==> config.mk <==
export PLATFORM = sky130hd
export DESIGN_NAME = ccis_fifo
export DESIGN_NICKNAME = d
export VERILOG_FILES = /design/src/rtl/ccis_fifo.sv
export SDC_FILE = /design/constraint.sdc
export NUM_CORES = 1
export LEC_CHECK = 0
export ABC_CLOCK_PERIOD_IN_PS = 2670
export BUFFER_PORTS_ARGS = -buffer_cell sky130_fd_sc_hd__buf_2
export CAP_MARGIN = 20
export CORE_AREA = 5 5 42 44
export CTS_CLUSTER_DIAMETER = 50
export DETAILED_ROUTE_END_ITERATION = 16
export DIE_AREA = 0 0 47 49
export PLACE_DENSITY_LB_ADDON = 0.2
export SETUP_SLACK_MARGIN = 0.2
export SYNTH_ARGS = -nofsm -noshare
export SYNTH_HDL_FRONTEND = slang
export SYNTH_SLANG_ARGS = --single-unit
export TNS_END_PERCENT = 20
==> constraint.sdc <==
create_clock -name clk -period 2.67 [get_ports clk]
set_input_delay 0.1335 -clock clk [delete_from_list [all_inputs] [get_ports clk]]
set_output_delay 0.1335 -clock clk [all_outputs]
set_load 0.03 [all_outputs]
==> src/rtl/ccis_fifo.sv <==
module ccis_fifo #(
  parameter type T     = logic,
  parameter int  DEPTH = 4
) (
  input  logic clk,
  input  logic rst,
  input  logic push,
  input  T     din,
  output logic full,
  input  logic pop,
  output T     dout,
  output logic empty
);
  localparam int PW = (DEPTH > 1) ? $clog2(DEPTH) : 1;
  localparam int CW = $clog2(DEPTH + 1);

  T               mem [DEPTH];
  logic [PW-1:0]  wr_ptr;
  logic [PW-1:0]  rd_ptr;
  logic [CW-1:0]  count;
  logic           do_push;
  logic           do_pop;

  // status and head
  assign full    = (count == CW'(DEPTH));
  assign empty   = (count == '0);
  assign do_push = push && !full;
  assign do_pop  = pop && !empty;
  assign dout    = mem[rd_ptr];

  // pointers and fill count
  always_ff @(posedge clk) begin
    if (rst) begin
      wr_ptr <= '0;
      rd_ptr <= '0;
      count  <= '0;
    end else begin
      if (do_push) begin
        wr_ptr <= (wr_ptr == PW'(DEPTH - 1)) ? '0 : wr_ptr + 1'b1;
      end
      if (do_pop) begin
        rd_ptr <= (rd_ptr == PW'(DEPTH - 1)) ? '0 : rd_ptr + 1'b1;
      end
      count <= count + CW'(do_push) - CW'(do_pop);
    end
  end

  // storage
  always_ff @(posedge clk) begin
    if (do_push) begin
      mem[wr_ptr] <= din;
    end
  end

endmodule

==> impl_results.md, run 1 <==
- Outcome: completed
- Met1 Use GR: 0.0989
- Via count: 402
- H-Tree Depth: 1
- Clock buffer depth: 2
- Die H: 49 µm
- Total negative setup slack: 0 ns
- DP HPWL: 786 µm
- CP dominant cell by count: inv_1
- Die ar.: 2300 µm²
- # port buffers: 7
- Comb power frac: 0.392
- Antenna viol nets, final: 0
- Synthesized flop and latch total: 13
- Drt total wl: 1010 µm
- Ant diodes: 0
- Met2 Use GR: 0.158
- Worst vdd ir: 0.457 mV
- Hold path startpoint: din
- Switching share of power: 0.365
- Hold worst-path end: mem[3]
- Net Switching: 0.000248 W
- FILL cells: 141
- Sequential fraction of the synthesis area: 0.475
- Placer Congestion: 0.717
- WP data required: 2.87 ns
- Clock skew: 0.00441 ns
- Met3 GRT Util: 0.0554
- Pwr Density: 948 nW/µm²
- Critical path's slowest cell: or3b_1
- Relative slew slack: 0.800
- Worst hold-check path type: input pin to flop
- DRC viols: 0
- Crit path DAT: 2.55 ns
- Post-synthesis area per instance: 11.3 µm²
- Ports: 8
- Min Hold Slack: 0.0632 ns
- Post-CTS setup buffer count: 0
- CP Buf/Inv Count: 3
- DR vias/cell: 4.84
- Minimum clock period: 2.34 ns
- Vias in the first global route: 358
- Final setup vio count: 0
- Reg power frac: 0.425
- Cell family with most CP delay: simple AND/OR/NAND/NOR gates
- Clock share of power: 0.183
- Fmax: 0.427 GHz
- Distinct cells, synth: 25
- Largest net degree at the start of global routing: 9
- CP max stage delay: 0.40 ns
- Area grow syn2layout: 13.3%
- Initial core utilization: 0.451
- CP Max Fanout: 5
- Std-Cell Rows: 14
- Syn Nets: 69
- CTS tree: built
- CTS Buf Count: 3
- Worst hold path stage count: 1
- Ys flop type: dfxtp_1
- P_leak: 0.344 nW
- Skew-Pair Late Insertion Delay: 0.28 ns
- Worst setup SP type: flop
- RSZ-0062 raised after global routing: no
- First drt pass iteration count: 2
- Slew @ Worst Pin: 0.297 ns
- Congestion Overflow GR: 0
- Clock slew at reported path FFs: 0.08 ns
- Net total in the final layout: 81
- Total power: 0.000679 W
- Slew Viols, Final: 0
- FF-to-FF setup slack: 0.33 ns
- WL per Instance: 12.1 µm
- Finished Core Util: 0.511
- Crit Path Class: flop to flop
- Post-synth ARST share: 0
- Share of cells above drive strength 1: 0.284
- Synth Cell Area: 632 µm²
- R2R Path End: count[2]
- Initial antenna violation count: 0
- Core Area: 1400 µm²
- Gr busiest metal: met2
- Post-Layout Cell Count: 83
- Syn. warnings: 0
- DR iter-0 viols: 5
- Final worst path period share: 0.877
- Root Buffer: clkbuf_4
- Crit-path cells: or3b_1 > and2_4 > inv_1 > ha_1 > inv_1 > ha_1 > inv_1 > fa_1 > xor2_1 > and2_2 > nor3_1
- Total internal power: 0.000431 W
- Max Cap Viol: 0
- Placed cells: 79
- Crit end category: flop
- Die X: 47 µm
- Commonest non-fill, non-tap cells in the layout: inv_1, ha_1, dfxtp_1, buf_2, edfxtp_1
- RR Startpoint: count[1]
- Worst reg2reg path depth: 11
- Gr usage total: 0.106
- First-pass GRT wire length: 1590 µm
- CTS Sinks: 13
- Synth Instances: 56
- Count of flip-flops with a built-in enable after synthesis: 4
- Final Hold Viols: 0
==> cell usage after synthesis (2+ instances only) <==
library cell,count,area (µm²)
edfxtp_1,4,120
ha_1,7,87.6
nor3_1,3,15.0
nor2_1,3,11.3
and3_1,3,18.8
a21oi_1,2,10.0
nand3_1,2,10.0
inv_1,7,26.3
dfxtp_1,9,180
==> per-layer routing <==
metal,share of wire,vias to the layer above
met4,0.023,0
met5,0,-
met2,0.52,7
met3,0.069,2
met1,0.39,182
li1,-,211
==> through the flow <==
step,cell area (µm²),worst slack [ns]
finish,716,0.329
global route,716,0.208
detailed placement,687,0.284
floorplan,632,0.312
CTS,713,0.281
global placement,687,0.370
==> power by group through the flow <==
| stage | clock, W | sequential, W | combinational, W |
|---|---|---|---|
| floorplan | 0 | 0.000283 | 0.000207 |
| CTS | 0.000131 | 0.000287 | 0.000271 |
| global placement | 0 | 0.000290 | 0.000256 |
| finish | 0.000124 | 0.000289 | 0.000266 |
| detailed placement | 0 | 0.000292 | 0.000270 |
| global route | 0.000141 | 0.000296 | 0.000298 |
==> repair_timing <==
| action | 4_1_cts | 5_1_grt |
|---|---|---|
| hold buffers | 0 | 0 |
| endpoints found under the setup margin | 0 | 1 |
| resized for setup | 0 | 2 |
==> worst max path at each step <==
stage / start / to / slack [ns] / cells after the start
global route: count[1] / count[2] / 0.21 / 11
finish: count[1] / count[2] / 0.33 / 11
CTS: count[1] / count[2] / 0.28 / 11
global placement: count[2] / count[2] / 0.37 / 11
detailed placement: count[1] / count[2] / 0.28 / 11
floorplan: count[1] / count[2] / 0.31 / 12
==> logic make-up (layout without fill, tap and decap cells) <==
kind of cell               after synthesis  count (layout)  share of synthesized area
and+or+nand+nor                         18              18                      0.164
buffers and inverters                    9              20                     0.0653
xor gates and xnor gates                 1               1                     0.0139
AOI/OAI and AO/OA                        5               5                     0.0594
DFF                                     13              13                      0.475
adders and majority gates                8               8                      0.170
muxes                                    2               2                     0.0515
==> final cells by class <==
class                      instances  area (µm²)  share of cell area
tap                               16        20.0              0.0280
sequential                        13         303               0.423
clock buffer                       4        26.3              0.0367
inverter                           7        26.3              0.0367
timing repair buffer               9        50.0              0.0699
multi-input combinational         34         290               0.406
Note: power is estimated with default switching activity, not from simulation.
==> run 2, diff against run 1 <==
Settings changed: ABC_CLOCK_PERIOD_IN_PS 2670 to unset, CELL_PAD_IN_SITES_DETAIL_PLACEMENT set to 0, CELL_PAD_IN_SITES_GLOBAL_PLACEMENT set to 1, CORE_AREA 5 5 42 44 to unset, CORE_MARGIN set to 5, CORE_UTILIZATION set to 42, DIE_AREA 0 0 47 49 to unset.
==> run 2 against run 1 <==
Die area is 3.3% higher. Register-to-register slack gained 0.04 ns. Critical path depth unchanged. Worst hold slack better by 0.016 ns. First-iteration DRC count fell by 60%. Critical path type unchanged. Combinational power barely moved. Maximum frequency grew 1.5%.
==> impl_results.md, run 2 (same netlist as run 1, synthesis figures left out) <==
- Gr usage total: 0.0832 (was 0.106)
- CP Buf/Inv Count: 3 (unchanged)
- # port buffers: 7 (unchanged)
- DR vias/cell: 4.99 (was 4.84)
- Total internal power: 0.000435 W (was 0.000431 W)
- Die X: 48.8 µm (was 47 µm)
- Root Buffer: clkbuf_4 (unchanged)
- Initial antenna violation count: 0 (unchanged)
- Congestion Overflow GR: 0 (unchanged)
- Ant diodes: 0 (unchanged)
- Clock share of power: 0.177 (was 0.183)
- Fmax: 0.434 GHz (was 0.427 GHz)
- Post-CTS sizing: 0 (unchanged)
- Drt total wl: 885 µm (was 1010 µm)
- Ports: 8 (unchanged)
- Antenna viol nets, final: 0 (unchanged)
- First drt pass iteration count: 2 (unchanged)
- Finished Core Util: 0.493 (was 0.511)
- H-Tree Depth: 1 (unchanged)
- CTS Sinks: 13 (unchanged)
- Clock skew: 0.00508 ns (was 0.00441 ns)
- Post-CTS setup buffer count: 0 (unchanged)
- Crit-path cells: or3b_4 > and2_4 > inv_1 > ha_1 > inv_1 > ha_1 > inv_1 > fa_1 > xor2_1 > and2_2 > nor3_2 (was or3b_1 > and2_4 > inv_1 > ha_1 > inv_1 > ha_1 > inv_1 > fa_1 > xor2_1 > and2_2 > nor3_1)
- Clock slew at reported path FFs: 0.08 ns (about the same)
- Met1 WL: 413 µm (was 394 µm)
- WL per Instance: 10.7 µm (was 12.1 µm)
- Pwr Density: 931 nW/µm² (was 948 nW/µm²)
- Clock buffer depth: 2 (unchanged)
- Total negative setup slack: 0 ns (unchanged)
- CP max stage delay: 0.39 ns (was 0.40 ns)
- Crit end category: flop (unchanged)
- FF-to-FF setup slack: 0.36 ns (was 0.33 ns)
- Via count: 414 (was 402)
- Skew-Pair Late Insertion Delay: 0.27 ns (was 0.28 ns)
- WL met3: 24 µm (was 69 µm)
- CTS Buf Count: 3 (unchanged)
- Vias in the first global route: 360 (was 358)
- Final worst path period share: 0.864 (was 0.877)
- Slew @ Worst Pin: 0.324 ns (was 0.297 ns)
- Comb power frac: 0.394 (was 0.392)
- Die ar.: 2380 µm² (was 2300 µm²)
- Outcome: completed (unchanged)
- Crit Path Class: flop to flop (unchanged)
- Area grow syn2layout: 14.9% (was 13.3%)
- DP HPWL: 674 µm (was 786 µm)
- Critical path's slowest cell: or3b_4 (was or3b_1)
- DR top layer: met4 (unchanged)
- First-pass GRT wire length: 1480 µm (was 1590 µm)
- DRC viols: 0 (unchanged)
- Final Hold Viols: 0 (unchanged)
- Max Cap Viol: 0 (unchanged)
- Relative slew slack: 0.782 (was 0.800)
- CP Max Fanout: 5 (unchanged)
- Switching share of power: 0.356 (was 0.365)
- WP data required: 2.87 ns (about the same)
- Worst setup SP type: flop (unchanged)
- Largest net degree at the start of global routing: 9 (unchanged)
- Met2 WL post-DR: 434 µm (was 518 µm)
- Final setup vio count: 0 (unchanged)
- Worst hold-check path type: input pin to flop (unchanged)
- Die H: 48.8 µm (was 49 µm)
- Cell family with most CP delay: simple AND/OR/NAND/NOR gates (unchanged)
- Crit path DAT: 2.51 ns (was 2.55 ns)
- CP dominant cell by count: inv_1 (unchanged)
- Minimum clock period: 2.31 ns (was 2.34 ns)
- Net total in the final layout: 81 (unchanged)
- RSZ-0062 raised after global routing: no (unchanged)
- DR iter-0 viols: 2 (was 5)
- Reg power frac: 0.429 (was 0.425)
- Core Area: 1470 µm² (was 1400 µm²)
- CTS tree: built (unchanged)
- Cts hold-fix bufs: 0 (unchanged)
- Share of cells above drive strength 1: 0.313 (was 0.284)
- P_leak: 0.347 nW (was 0.344 nW)
- Commonest non-fill, non-tap cells in the layout: inv_1, ha_1, dfxtp_1, buf_2, edfxtp_1 (unchanged)
- Std-Cell Rows: 14 (unchanged)
- Initial core utilization: 0.429 (was 0.451)
- Worst vdd ir: 0.384 mV (was 0.457 mV)
- Placer Congestion: 0.711 (was 0.717)
- Net Switching: 0.000241 W (was 0.000248 W)
- Slew Viols, Final: 0 (unchanged)
==> run 2: cell count changes in the layout (fill, tap and decap cells not counted) <==
cell	before	now
dfxtp_2	2	1
dfxtp_4	0	1
nor3_1	3	2
nor3_2	0	1
or3b_1	1	0
or3b_4	0	1
==> run 2: final cells by class <==
type,count,area (µm²)
clock buffer,4,26.3
fill,149,746
inverter,7,26.3
multi-input combinational,34,298
sequential,13,305
tap,16,20.0
timing repair buffer,9,50.0
==> run 2: power groups by stage <==
stage / Clock [W] / Combinational (W) / Sequential (W)
after floorplan: 0 / 0.000207 / 0.000283
after global placement: 0 / 0.000258 / 0.000291
after detailed placement: 0 / 0.000257 / 0.000291
after CTS: 0.000125 / 0.000261 / 0.000286
after global routing: 0.000136 / 0.000303 / 0.000299
final: 0.000119 / 0.000266 / 0.000290
==> run 2: final timing paths <==
path,cells past startpoint,from,to
max,11,count[1],count[2]
max reg2reg,11,count[1],count[2]
min reg2reg,2,rd_ptr[0],rd_ptr[0]
min,1,din,mem[3]
==> run 2: worst register-to-register path, stage by stage, from the launching register on <==
cell and delay, ns:
dfxtp_4 0.37, or3b_4 0.39, and2_4 0.17, inv_1 0.05, ha_1 0.21, inv_1 0.05, ha_1 0.13, inv_1 0.05
fa_1 0.37, xor2_1 0.16, and2_2 0.20, nor3_2 0.09
==> run 2: metrics by stage <==
stage	hold WS (ns)	instance area (µm²)	total power [W]	instances	setup slack [ns]
2_1_floorplan	0.232	632	0.000490	56	0.312
3_3_place_gp	0.352	687	0.000549	79	0.353
3_5_place_dp	0.357	687	0.000548	79	0.323
4_1_cts	0.0722	713	0.000673	83	0.317
5_1_grt	0.0667	726	0.000739	83	0.217
6_report	0.0791	726	0.000675	83	0.364
==> run 2: metal layers <==
layer  up-vias  track usage
met5         -            0
met4         0       0.0673
met3         2       0.0275
met2         2        0.120
met1       194       0.0996
li1        216            -
