$ cat src/rtl/ccis_pkg.sv
package ccis_pkg;

  // default store sizes
  localparam int WINDOW_POINTS_DEF = 4096;
  localparam int IMAGE_POINTS_DEF  = 16384;

  // depth of the queues on either side of the back part
  localparam int QUEUE_DEPTH = 4;

  // accumulator format, Q17.30
  localparam int ACC_W = 48;
  localparam logic signed [ACC_W-1:0] ACC_MAX = {1'b0, {(ACC_W-1){1'b1}}};
  localparam logic signed [ACC_W-1:0] ACC_MIN = {1'b1, {(ACC_W-1){1'b0}}};

  // function codes of an input beat
  typedef enum logic [1:0] {
    FUNC_CORR  = 2'd0,
    FUNC_STACK = 2'd1,
    FUNC_CLEAR = 2'd2,
    FUNC_NONE  = 2'd3
  } func_t;

  // classified operation handed from front to back
  typedef enum logic [1:0] {
    OP_CORR  = 2'd0,
    OP_STACK = 2'd1,
    OP_CLEAR = 2'd2,
    OP_NOP   = 2'd3
  } op_kind_t;

  typedef struct packed {
    logic [1:0]          func;
    logic [11:0]         point;
    logic [13:0]         image_point;
    logic signed [15:0]  source_sample;
    logic signed [15:0]  receiver_sample;
  } in_t;

  typedef struct packed {
    logic signed [ACC_W-1:0] value;
    logic                    saturated;
  } res_t;

  typedef struct packed {
    op_kind_t            kind;
    logic [11:0]         point;
    logic [13:0]         image_point;
    logic signed [15:0]  s;
    logic signed [15:0]  r;
  } op_t;

  // saturating 48-bit add, clip flag in the top bit
  function automatic logic [ACC_W:0] sat_add(input logic signed [ACC_W-1:0] a,
                                             input logic signed [ACC_W-1:0] b);
    logic signed [ACC_W:0] s;
    s = {a[ACC_W-1], a} + {b[ACC_W-1], b};
    if (s[ACC_W] != s[ACC_W-1]) begin
      return s[ACC_W] ? {1'b1, ACC_MIN} : {1'b1, ACC_MAX};
    end
    return {1'b0, s[ACC_W-1:0]};
  endfunction

endpackage

$ cat src/rtl/ccis_fifo.sv
module ccis_fifo #(
  parameter type T     = logic,
  parameter int  DEPTH = 4
) (
  input  logic clk,
  input  logic rst,
  input  logic push,
  input  T     din,
  output logic full,
  input  logic pop,
  output T     dout,
  output logic empty
);
  localparam int PW = (DEPTH > 1) ? $clog2(DEPTH) : 1;
  localparam int CW = $clog2(DEPTH + 1);

  T               mem [DEPTH];
  logic [PW-1:0]  wr_ptr;
  logic [PW-1:0]  rd_ptr;
  logic [CW-1:0]  count;
  logic           do_push;
  logic           do_pop;

  // status and head
  assign full    = (count == CW'(DEPTH));
  assign empty   = (count == '0);
  assign do_push = push && !full;
  assign do_pop  = pop && !empty;
  assign dout    = mem[rd_ptr];

  // pointers and fill count
  always_ff @(posedge clk) begin
    if (rst) begin
      wr_ptr <= '0;
      rd_ptr <= '0;
      count  <= '0;
    end else begin
      if (do_push) begin
        wr_ptr <= (wr_ptr == PW'(DEPTH - 1)) ? '0 : wr_ptr + 1'b1;
      end
      if (do_pop) begin
        rd_ptr <= (rd_ptr == PW'(DEPTH - 1)) ? '0 : rd_ptr + 1'b1;
      end
      count <= count + CW'(do_push) - CW'(do_pop);
    end
  end

  // storage
  always_ff @(posedge clk) begin
    if (do_push) begin
      mem[wr_ptr] <= din;
    end
  end

endmodule

$ cat src/rtl/ccis_front.sv
module ccis_front
  import ccis_pkg::*;
#(
  parameter int WINDOW_POINTS = WINDOW_POINTS_DEF,
  parameter int IMAGE_POINTS  = IMAGE_POINTS_DEF
) (
  input  logic clk,
  input  logic rst,
  input  logic push,
  input  in_t  item,
  output logic full,
  input  logic busy,
  input  logic q_pop,
  output op_t  q_op,
  output logic q_valid
);
  op_t  op;
  logic q_full;
  logic q_empty;

  // classify the beat, out-of-range points become no-ops
  always_comb begin
    op.point       = item.point;
    op.image_point = item.image_point;
    op.s           = item.source_sample;
    op.r           = item.receiver_sample;
    op.kind        = OP_NOP;
    if (32'(item.point) < WINDOW_POINTS) begin
      case (item.func)
        FUNC_CORR:  op.kind = OP_CORR;
        FUNC_STACK: op.kind = (32'(item.image_point) < IMAGE_POINTS) ? OP_STACK : OP_NOP;
        FUNC_CLEAR: op.kind = OP_CLEAR;
        default:    op.kind = OP_NOP;
      endcase
    end
  end

  // input queue, closed while the stores are being cleared
  assign full    = q_full || busy;
  assign q_valid = !q_empty;

  ccis_fifo #(.T(op_t), .DEPTH(QUEUE_DEPTH)) u_queue (
    .clk   (clk),
    .rst   (rst),
    .push  (push && !busy),
    .din   (op),
    .full  (q_full),
    .pop   (q_pop),
    .dout  (q_op),
    .empty (q_empty)
  );

endmodule

$ cat config.mk
export PLATFORM = sky130hd
export DESIGN_NAME = ccis_front
export DESIGN_NICKNAME = d
export VERILOG_FILES = /design/src/rtl/ccis_pkg.sv /design/src/rtl/ccis_fifo.sv /design/src/rtl/ccis_front.sv
export SDC_FILE = /design/constraint.sdc
export NUM_CORES = 1
export LEC_CHECK = 0
export BUFFER_PORTS_ARGS = -buffer_cell sky130_fd_sc_hd__buf_2
export CAP_MARGIN = 20
export CORE_UTILIZATION = 42
export CTS_CLUSTER_DIAMETER = 50
export DETAILED_ROUTE_END_ITERATION = 6
export PLACE_DENSITY_LB_ADDON = 0.3
export SYNTH_ARGS = -nofsm -noshare
export SYNTH_HDL_FRONTEND = slang
export SYNTH_SLANG_ARGS = --single-unit
$ cat constraint.sdc
create_clock -name clk -period 5.5 [get_ports clk]
set_input_delay 0.55 -clock clk [delete_from_list [all_inputs] [get_ports clk]]
set_output_delay 0.55 -clock clk [all_outputs]
set_load 0.01 [all_outputs]
==> results of run 1 <==
## final cells by class
type                    count  area (µm²)
multi-input cells          96        1680
clock buffers              31         743
inverters                   7        26.3
clock inverters            21         259
fillers                  1666       10100
flip-flops and latches    249        7390
repair buffers            127         638
well taps                 275         344
## cells in the final DEF (no fill, tap or decap), drive strengths merged, types with 4 or more instances in the layout
master  instances
and3            4
buf           127
bufinv          5
clkbuf         31
clkinv         10
dfxtp           9
edfxtp        240
ha              7
inv            11
mux4           60
## worst max path at each step
stage	start	end	slack, ns	cells after the start
global placement	flop	q_op[0]	2.73	3
floorplan	push	u_queue.mem[0][0]	2.70	2
global route	flop	q_op[58]	2.02	3
detailed placement	flop	q_op[36]	2.70	3
finish	flop	q_op[2]	2.27	3
CTS	flop	q_op[0]	2.13	3
## Yosys cell counts
cell type	count
a21oi_1	2
nand2b_1	1
clkbuf_1	10
a21oi_2	1
or3_1	2
inv_1	7
ha_1	7
or3b_1	1
nand2_1	1
buf_4	6
fa_1	1
mux2i_1	1
nor2_1	3
a21o_1	1
and3_1	4
o31ai_2	1
and2_4	1
buf_6	1
buf_2	1
nand3_1	2
nor2b_1	3
dfxtp_1	9
xnor2_1	2
edfxtp_1	240
o31ai_4	1
nor3_1	1
mux4_2	60
## power groups by stage
stage	Combinational, mW	Clock (mW)	Sequential (mW)
floorplan	0.558	0	2.24
detailed placement	0.732	0	2.34
global placement	0.709	0	2.33
CTS	0.735	1.99	2.30
finish	0.716	1.95	2.29
global route	0.778	2.06	2.31
## sequential cells by signal (all words and copies together) (netlist names), named ones only
signal,count
u_queue.wr_ptr,2
u_queue.mem,240
u_queue.count,3
u_queue.rd_ptr,2
## layer usage
layer / part of all wire (%) / vias to the layer above / track usage, %
met1: 42 / 2157 / 18.1
met2: 50 / 135 / 24.7
met5: 0.14 / - / 0
met3: 6.1 / 27 / 3.63
li1: - / 1844 / -
met4: 1.8 / 4 / 4.29
## cells by family after synthesis
kind of cell | share of synthesized area, %
flip-flops | 80.6
multiplexers | 14.8
buffers and inverters | 1.36
AND/OR/NAND/NOR | 1.20
adder cells (fa/ha/maj) | 1.17
AO/OA/AOI/OAI | 0.655
XOR/XNOR | 0.191
## critical path, stage by stage (launching register included)
cell     delay (ns)
dfxtp_4        0.86
buf_4          0.53
mux4_2         0.58
buf_2          0.16
## stage by stage
| stage | utilization, % | hold slack (ns) | setup WS, ns | instances | power (mW) |
|---|---|---|---|---|---|
| final | 52.2 | 0.242 | 2.27 | 806 | 4.95 |
| after global placement | 47.5 | 0.468 | 2.73 | 754 | 3.04 |
| after floorplan | - | 0.471 | 2.70 | 370 | 2.80 |
| after global routing | 52.2 | 0.219 | 2.02 | 806 | 5.15 |
| after detailed placement | 47.5 | 0.517 | 2.70 | 754 | 3.07 |
| after CTS | 52.2 | 0.217 | 2.13 | 806 | 5.02 |
==> impl_metrics.yaml, run 1 <==
status:
  run_status: "finished clean"
synthesis:
  syn_area_per_cell_um2: 24.8
  synth_top_area_share_pct: 78.6
  syn_nets: 443
  synth-seq-cells: 249
  syn_area_mm2: 0.00917
  yosys.cell_types.count: 27
  yosys_warnings: 0
  netlist_instances: 370
  synthTopCellsByArea: "edfxtp_1, mux4_2, dfxtp_1"
  ys_seq_area_share_pct: 80.6
  yosysTopAreaCell: "edfxtp_1"
power:
  p_per_area_mw_per_mm2: 447
  p_leak_nw: 3.72
  pwr-share-comb_pct: 14.4
  power_frac_clock_pct: 39.4
  internal_power_mw: 3.78
  pwr-share-seq_pct: 46.2
  switching_share_pct: 23.6
  ir_drop_mv: 0.257
  power_switching_mw: 1.17
cells_and_area:
  num_antenna_cells: 0
  nNetsFinal: 582
  area_growth_pct: 20.9
  layout-drive-gt1-share_pct: 46.5
  finalInstanceArea_mm2: 0.0111
setup_path:
  reg2reg_depth: 9
  worstPathRequired_ns: 4.95
  cp-start-kind: "flop"
  crit_arrival_ns: 2.68
  endpoint_kind: "primary output"
  crit_type: "flop to primary output"
  regToRegStartpoint: "u_queue.count[1]"
  r2r-end: "u_queue.count[2]"
  crit_fanout: 37
  r2r_slack_ns: 3.23
placement:
  io_buffers: 126
  dp_hpwl_um: 9070
  dpl_cell_area_mm2: 0.0101
  gp_congestion: 0.720
drt:
  num_vias: 4167
  first_iter_violations: 158
  viasPerCell: 5.17
  drtPass1Iterations: 4
  avgRoutedWirePerCell_um: 19.8
  wirelength_um: 15900
  antenna_left: 0
  drc: 0
die:
  core-area_mm2: 0.0212
  die_h_um: 150
  die_w_um: 150
  die_area_mm2: 0.0224
  start_util_pct: 43.2
  ios: 127
  std_cell_rows: 53
clocking:
  cts-resized-gates: 0
  insertion_delay_ns: 0.52
  post_cts_buffers: 0
  clockBufferDepth: 3
  hold_buffers: 0
  numCtsBuffers: 28
  tritoncts: "done"
  cts.sinks: 249
  path_clk_slew_ns: 0.06
  cts-root-buf: "clkbuf_16"
  cts_max_level: 1
global_routing:
  groute.usage.overall_pct: 14.4
  antenna_found_initial: 2
  grt_pass1_wl_um: 24300
  grt_overflow_total: 0
  grt_pass1_vias: 4609
  grt_max_degree: 61
min_path:
  min_path_cells: 1
  hold_class: "input pin to flop"
  hp-start: "item[57]"
  hold-path-endpoint: "u_queue.mem[3][57]"
timing:
  layout_min_cycle_time_ns: 3.23
  rsz0062_at_grt: "false"
  final.period_utilization_pct: 58.7
  setup_tns_ns: 0
  slew_headroom_pct: 34.5
  tightestPinTransition_ns: 0.982
  fin_skew_ns: 0.00881
  setup-violations-final: 0
  hold_violations: 0
  fmax_mhz: 310
  slew_violations: 0
run:
  maxCapViolations: 0
No activity file was read; power rests on OpenSTA's default activity.
==> run 2, diff against run 1 <==
==> constraint.sdc (replaced) <==
create_clock -name clk -period 3.05 [get_ports clk]
set_input_delay 0.305 -clock clk [delete_from_list [all_inputs] [get_ports clk]]
set_output_delay 0.305 -clock clk [all_outputs]
set_load 0.01 [all_outputs]
==> impl_metrics.yaml, run 2 (synthesis results as in run 1) <==
cells_and_area:
  final_cell_mix: "edfxtp_1, buf_2, mux4_2"
  n_fill_cell: 1673
  nNetsFinal: 617
  largestRegisters: "u_queue.mem (240), u_queue.count (3)"
  largest_reg_flops: 240
  final_common_cell: "edfxtp_1"
  top_register: "u_queue.mem"
  finish.utilization_pct: 53.1
  layout-drive-gt1-share_pct: 42.1
  finalInstanceArea_mm2: 0.0113
  area_growth_pct: 22.8
setup_path:
  crit_fanout: 21
  cp-start-kind: "flop"
  crit_arrival_ns: 2.22
  endpoint_kind: "primary output"
  reg2reg_depth: 7
  regToRegStartpoint: "u_queue.count[2]"
  worstPathRequired_ns: 2.74
  crit_type: "flop to primary output"
timing:
  hold_slack_ns: 0.0160
  hold_violations: 0
  setup_tns_ns: 0
  tightestPinTransition_ns: 0.951
  setup-violations-final: 0
  final.period_utilization_pct: 82.7
  rsz0062_at_grt: "false"
  layout_min_cycle_time_ns: 2.52
  slew_headroom_pct: 36.6
  slew_violations: 0
  fin_skew_ns: 0.00963
  fmax_mhz: 397
drt:
  drtPass1Iterations: 4
  viasPerCell: 5.13
  met2_length_um: 8080
  avgRoutedWirePerCell_um: 19.8
  antenna_left: 0
  met3_length_um: 1130
  drc: 0
  num_vias: 4291
  highest_layer: "met5"
  met1Wirelength_um: 7070
  first_iter_violations: 241
  wirelength_um: 16600
clocking:
  tritoncts: "done"
  insertion_delay_ns: 0.51
  cts-root-buf: "clkbuf_16"
  hold_buffers: 30
  cts-resized-gates: 0
  path_clk_slew_ns: 0.06
  cts_max_level: 1
  clockBufferDepth: 3
  cts.sinks: 249
  post_cts_buffers: 0
  numCtsBuffers: 26
die:
  std_cell_rows: 53
  die_area_mm2: 0.0224
  die_w_um: 150
  die_h_um: 150
  start_util_pct: 43.2
  ios: 127
  core-area_mm2: 0.0212
min_path:
  hold_class: "input pin to flop"
  hp-start: "item[2]"
  min_path_cells: 1
placement:
  dpl_cell_area_mm2: 0.0102
  io_buffers: 126
  dp_hpwl_um: 9830
  gp_congestion: 0.731
global_routing:
  groute.usage.overall_pct: 15.3
  grt_max_degree: 61
  grt_overflow_total: 0
  grt_pass1_vias: 4748
  antenna_found_initial: 1
  grt_pass1_wl_um: 25700
status:
  run_status: "finished clean"
power:
  p_per_area_mw_per_mm2: 741
  ir_drop_mv: 0.429
  p_leak_nw: 3.78
run:
  maxCapViolations: 0
run 2: layout make-up:
cell class	count	area, µm²	share of cell area, %
Timing Repair Buffer	164	1040	9.24
Multi-Input combinational cell	96	1680	14.9
Clock buffer	33	698	6.20
Sequential cell	249	7390	65.7
Tap cell	275	344	3.06
Clock inverter	11	78.8	0.700
Inverter	7	26.3	0.233
Antenna cell	1	2.50	0.0222
run 2: worst max-delay path: stages (launching register included):
cell,delay (ns)
dfxtp_4,0.63
buf_4,0.36
mux4_2,0.55
buf_2,0.16
run 2: worst paths after layout:
check                           end  slack [ns]
hold reg to reg                flop        0.52
setup reg to reg   u_queue.count[2]        0.75
hold / removal    u_queue.mem[1][2]        0.02
setup / recovery           q_op[33]        0.53
run 2: routing by layer:
metal	GRT usage [%]	vias to the layer above
li1	-	1910
met2	25.9	143
met1	19.5	2212
met3	3.78	24
met5	0	-
met4	4.29	2
run 2: report_power, final:
group / internal (mW) / leakage, nW / switching [mW]
sequential: 3.93 / 2.25 / 0.160
clock: 1.69 / 0.375 / 1.17
combinational: 0.752 / 1.15 / 0.656
run 2: per-stage QoR:
step                instances  setup WS [ns]  total power, mW
CTS                       835          0.424             8.46
floorplan                 370          0.497             5.04
finish                    836          0.528             8.35
detailed placement        761          0.749             5.57
global placement          761          0.928             5.53
global route              835          0.345             8.71
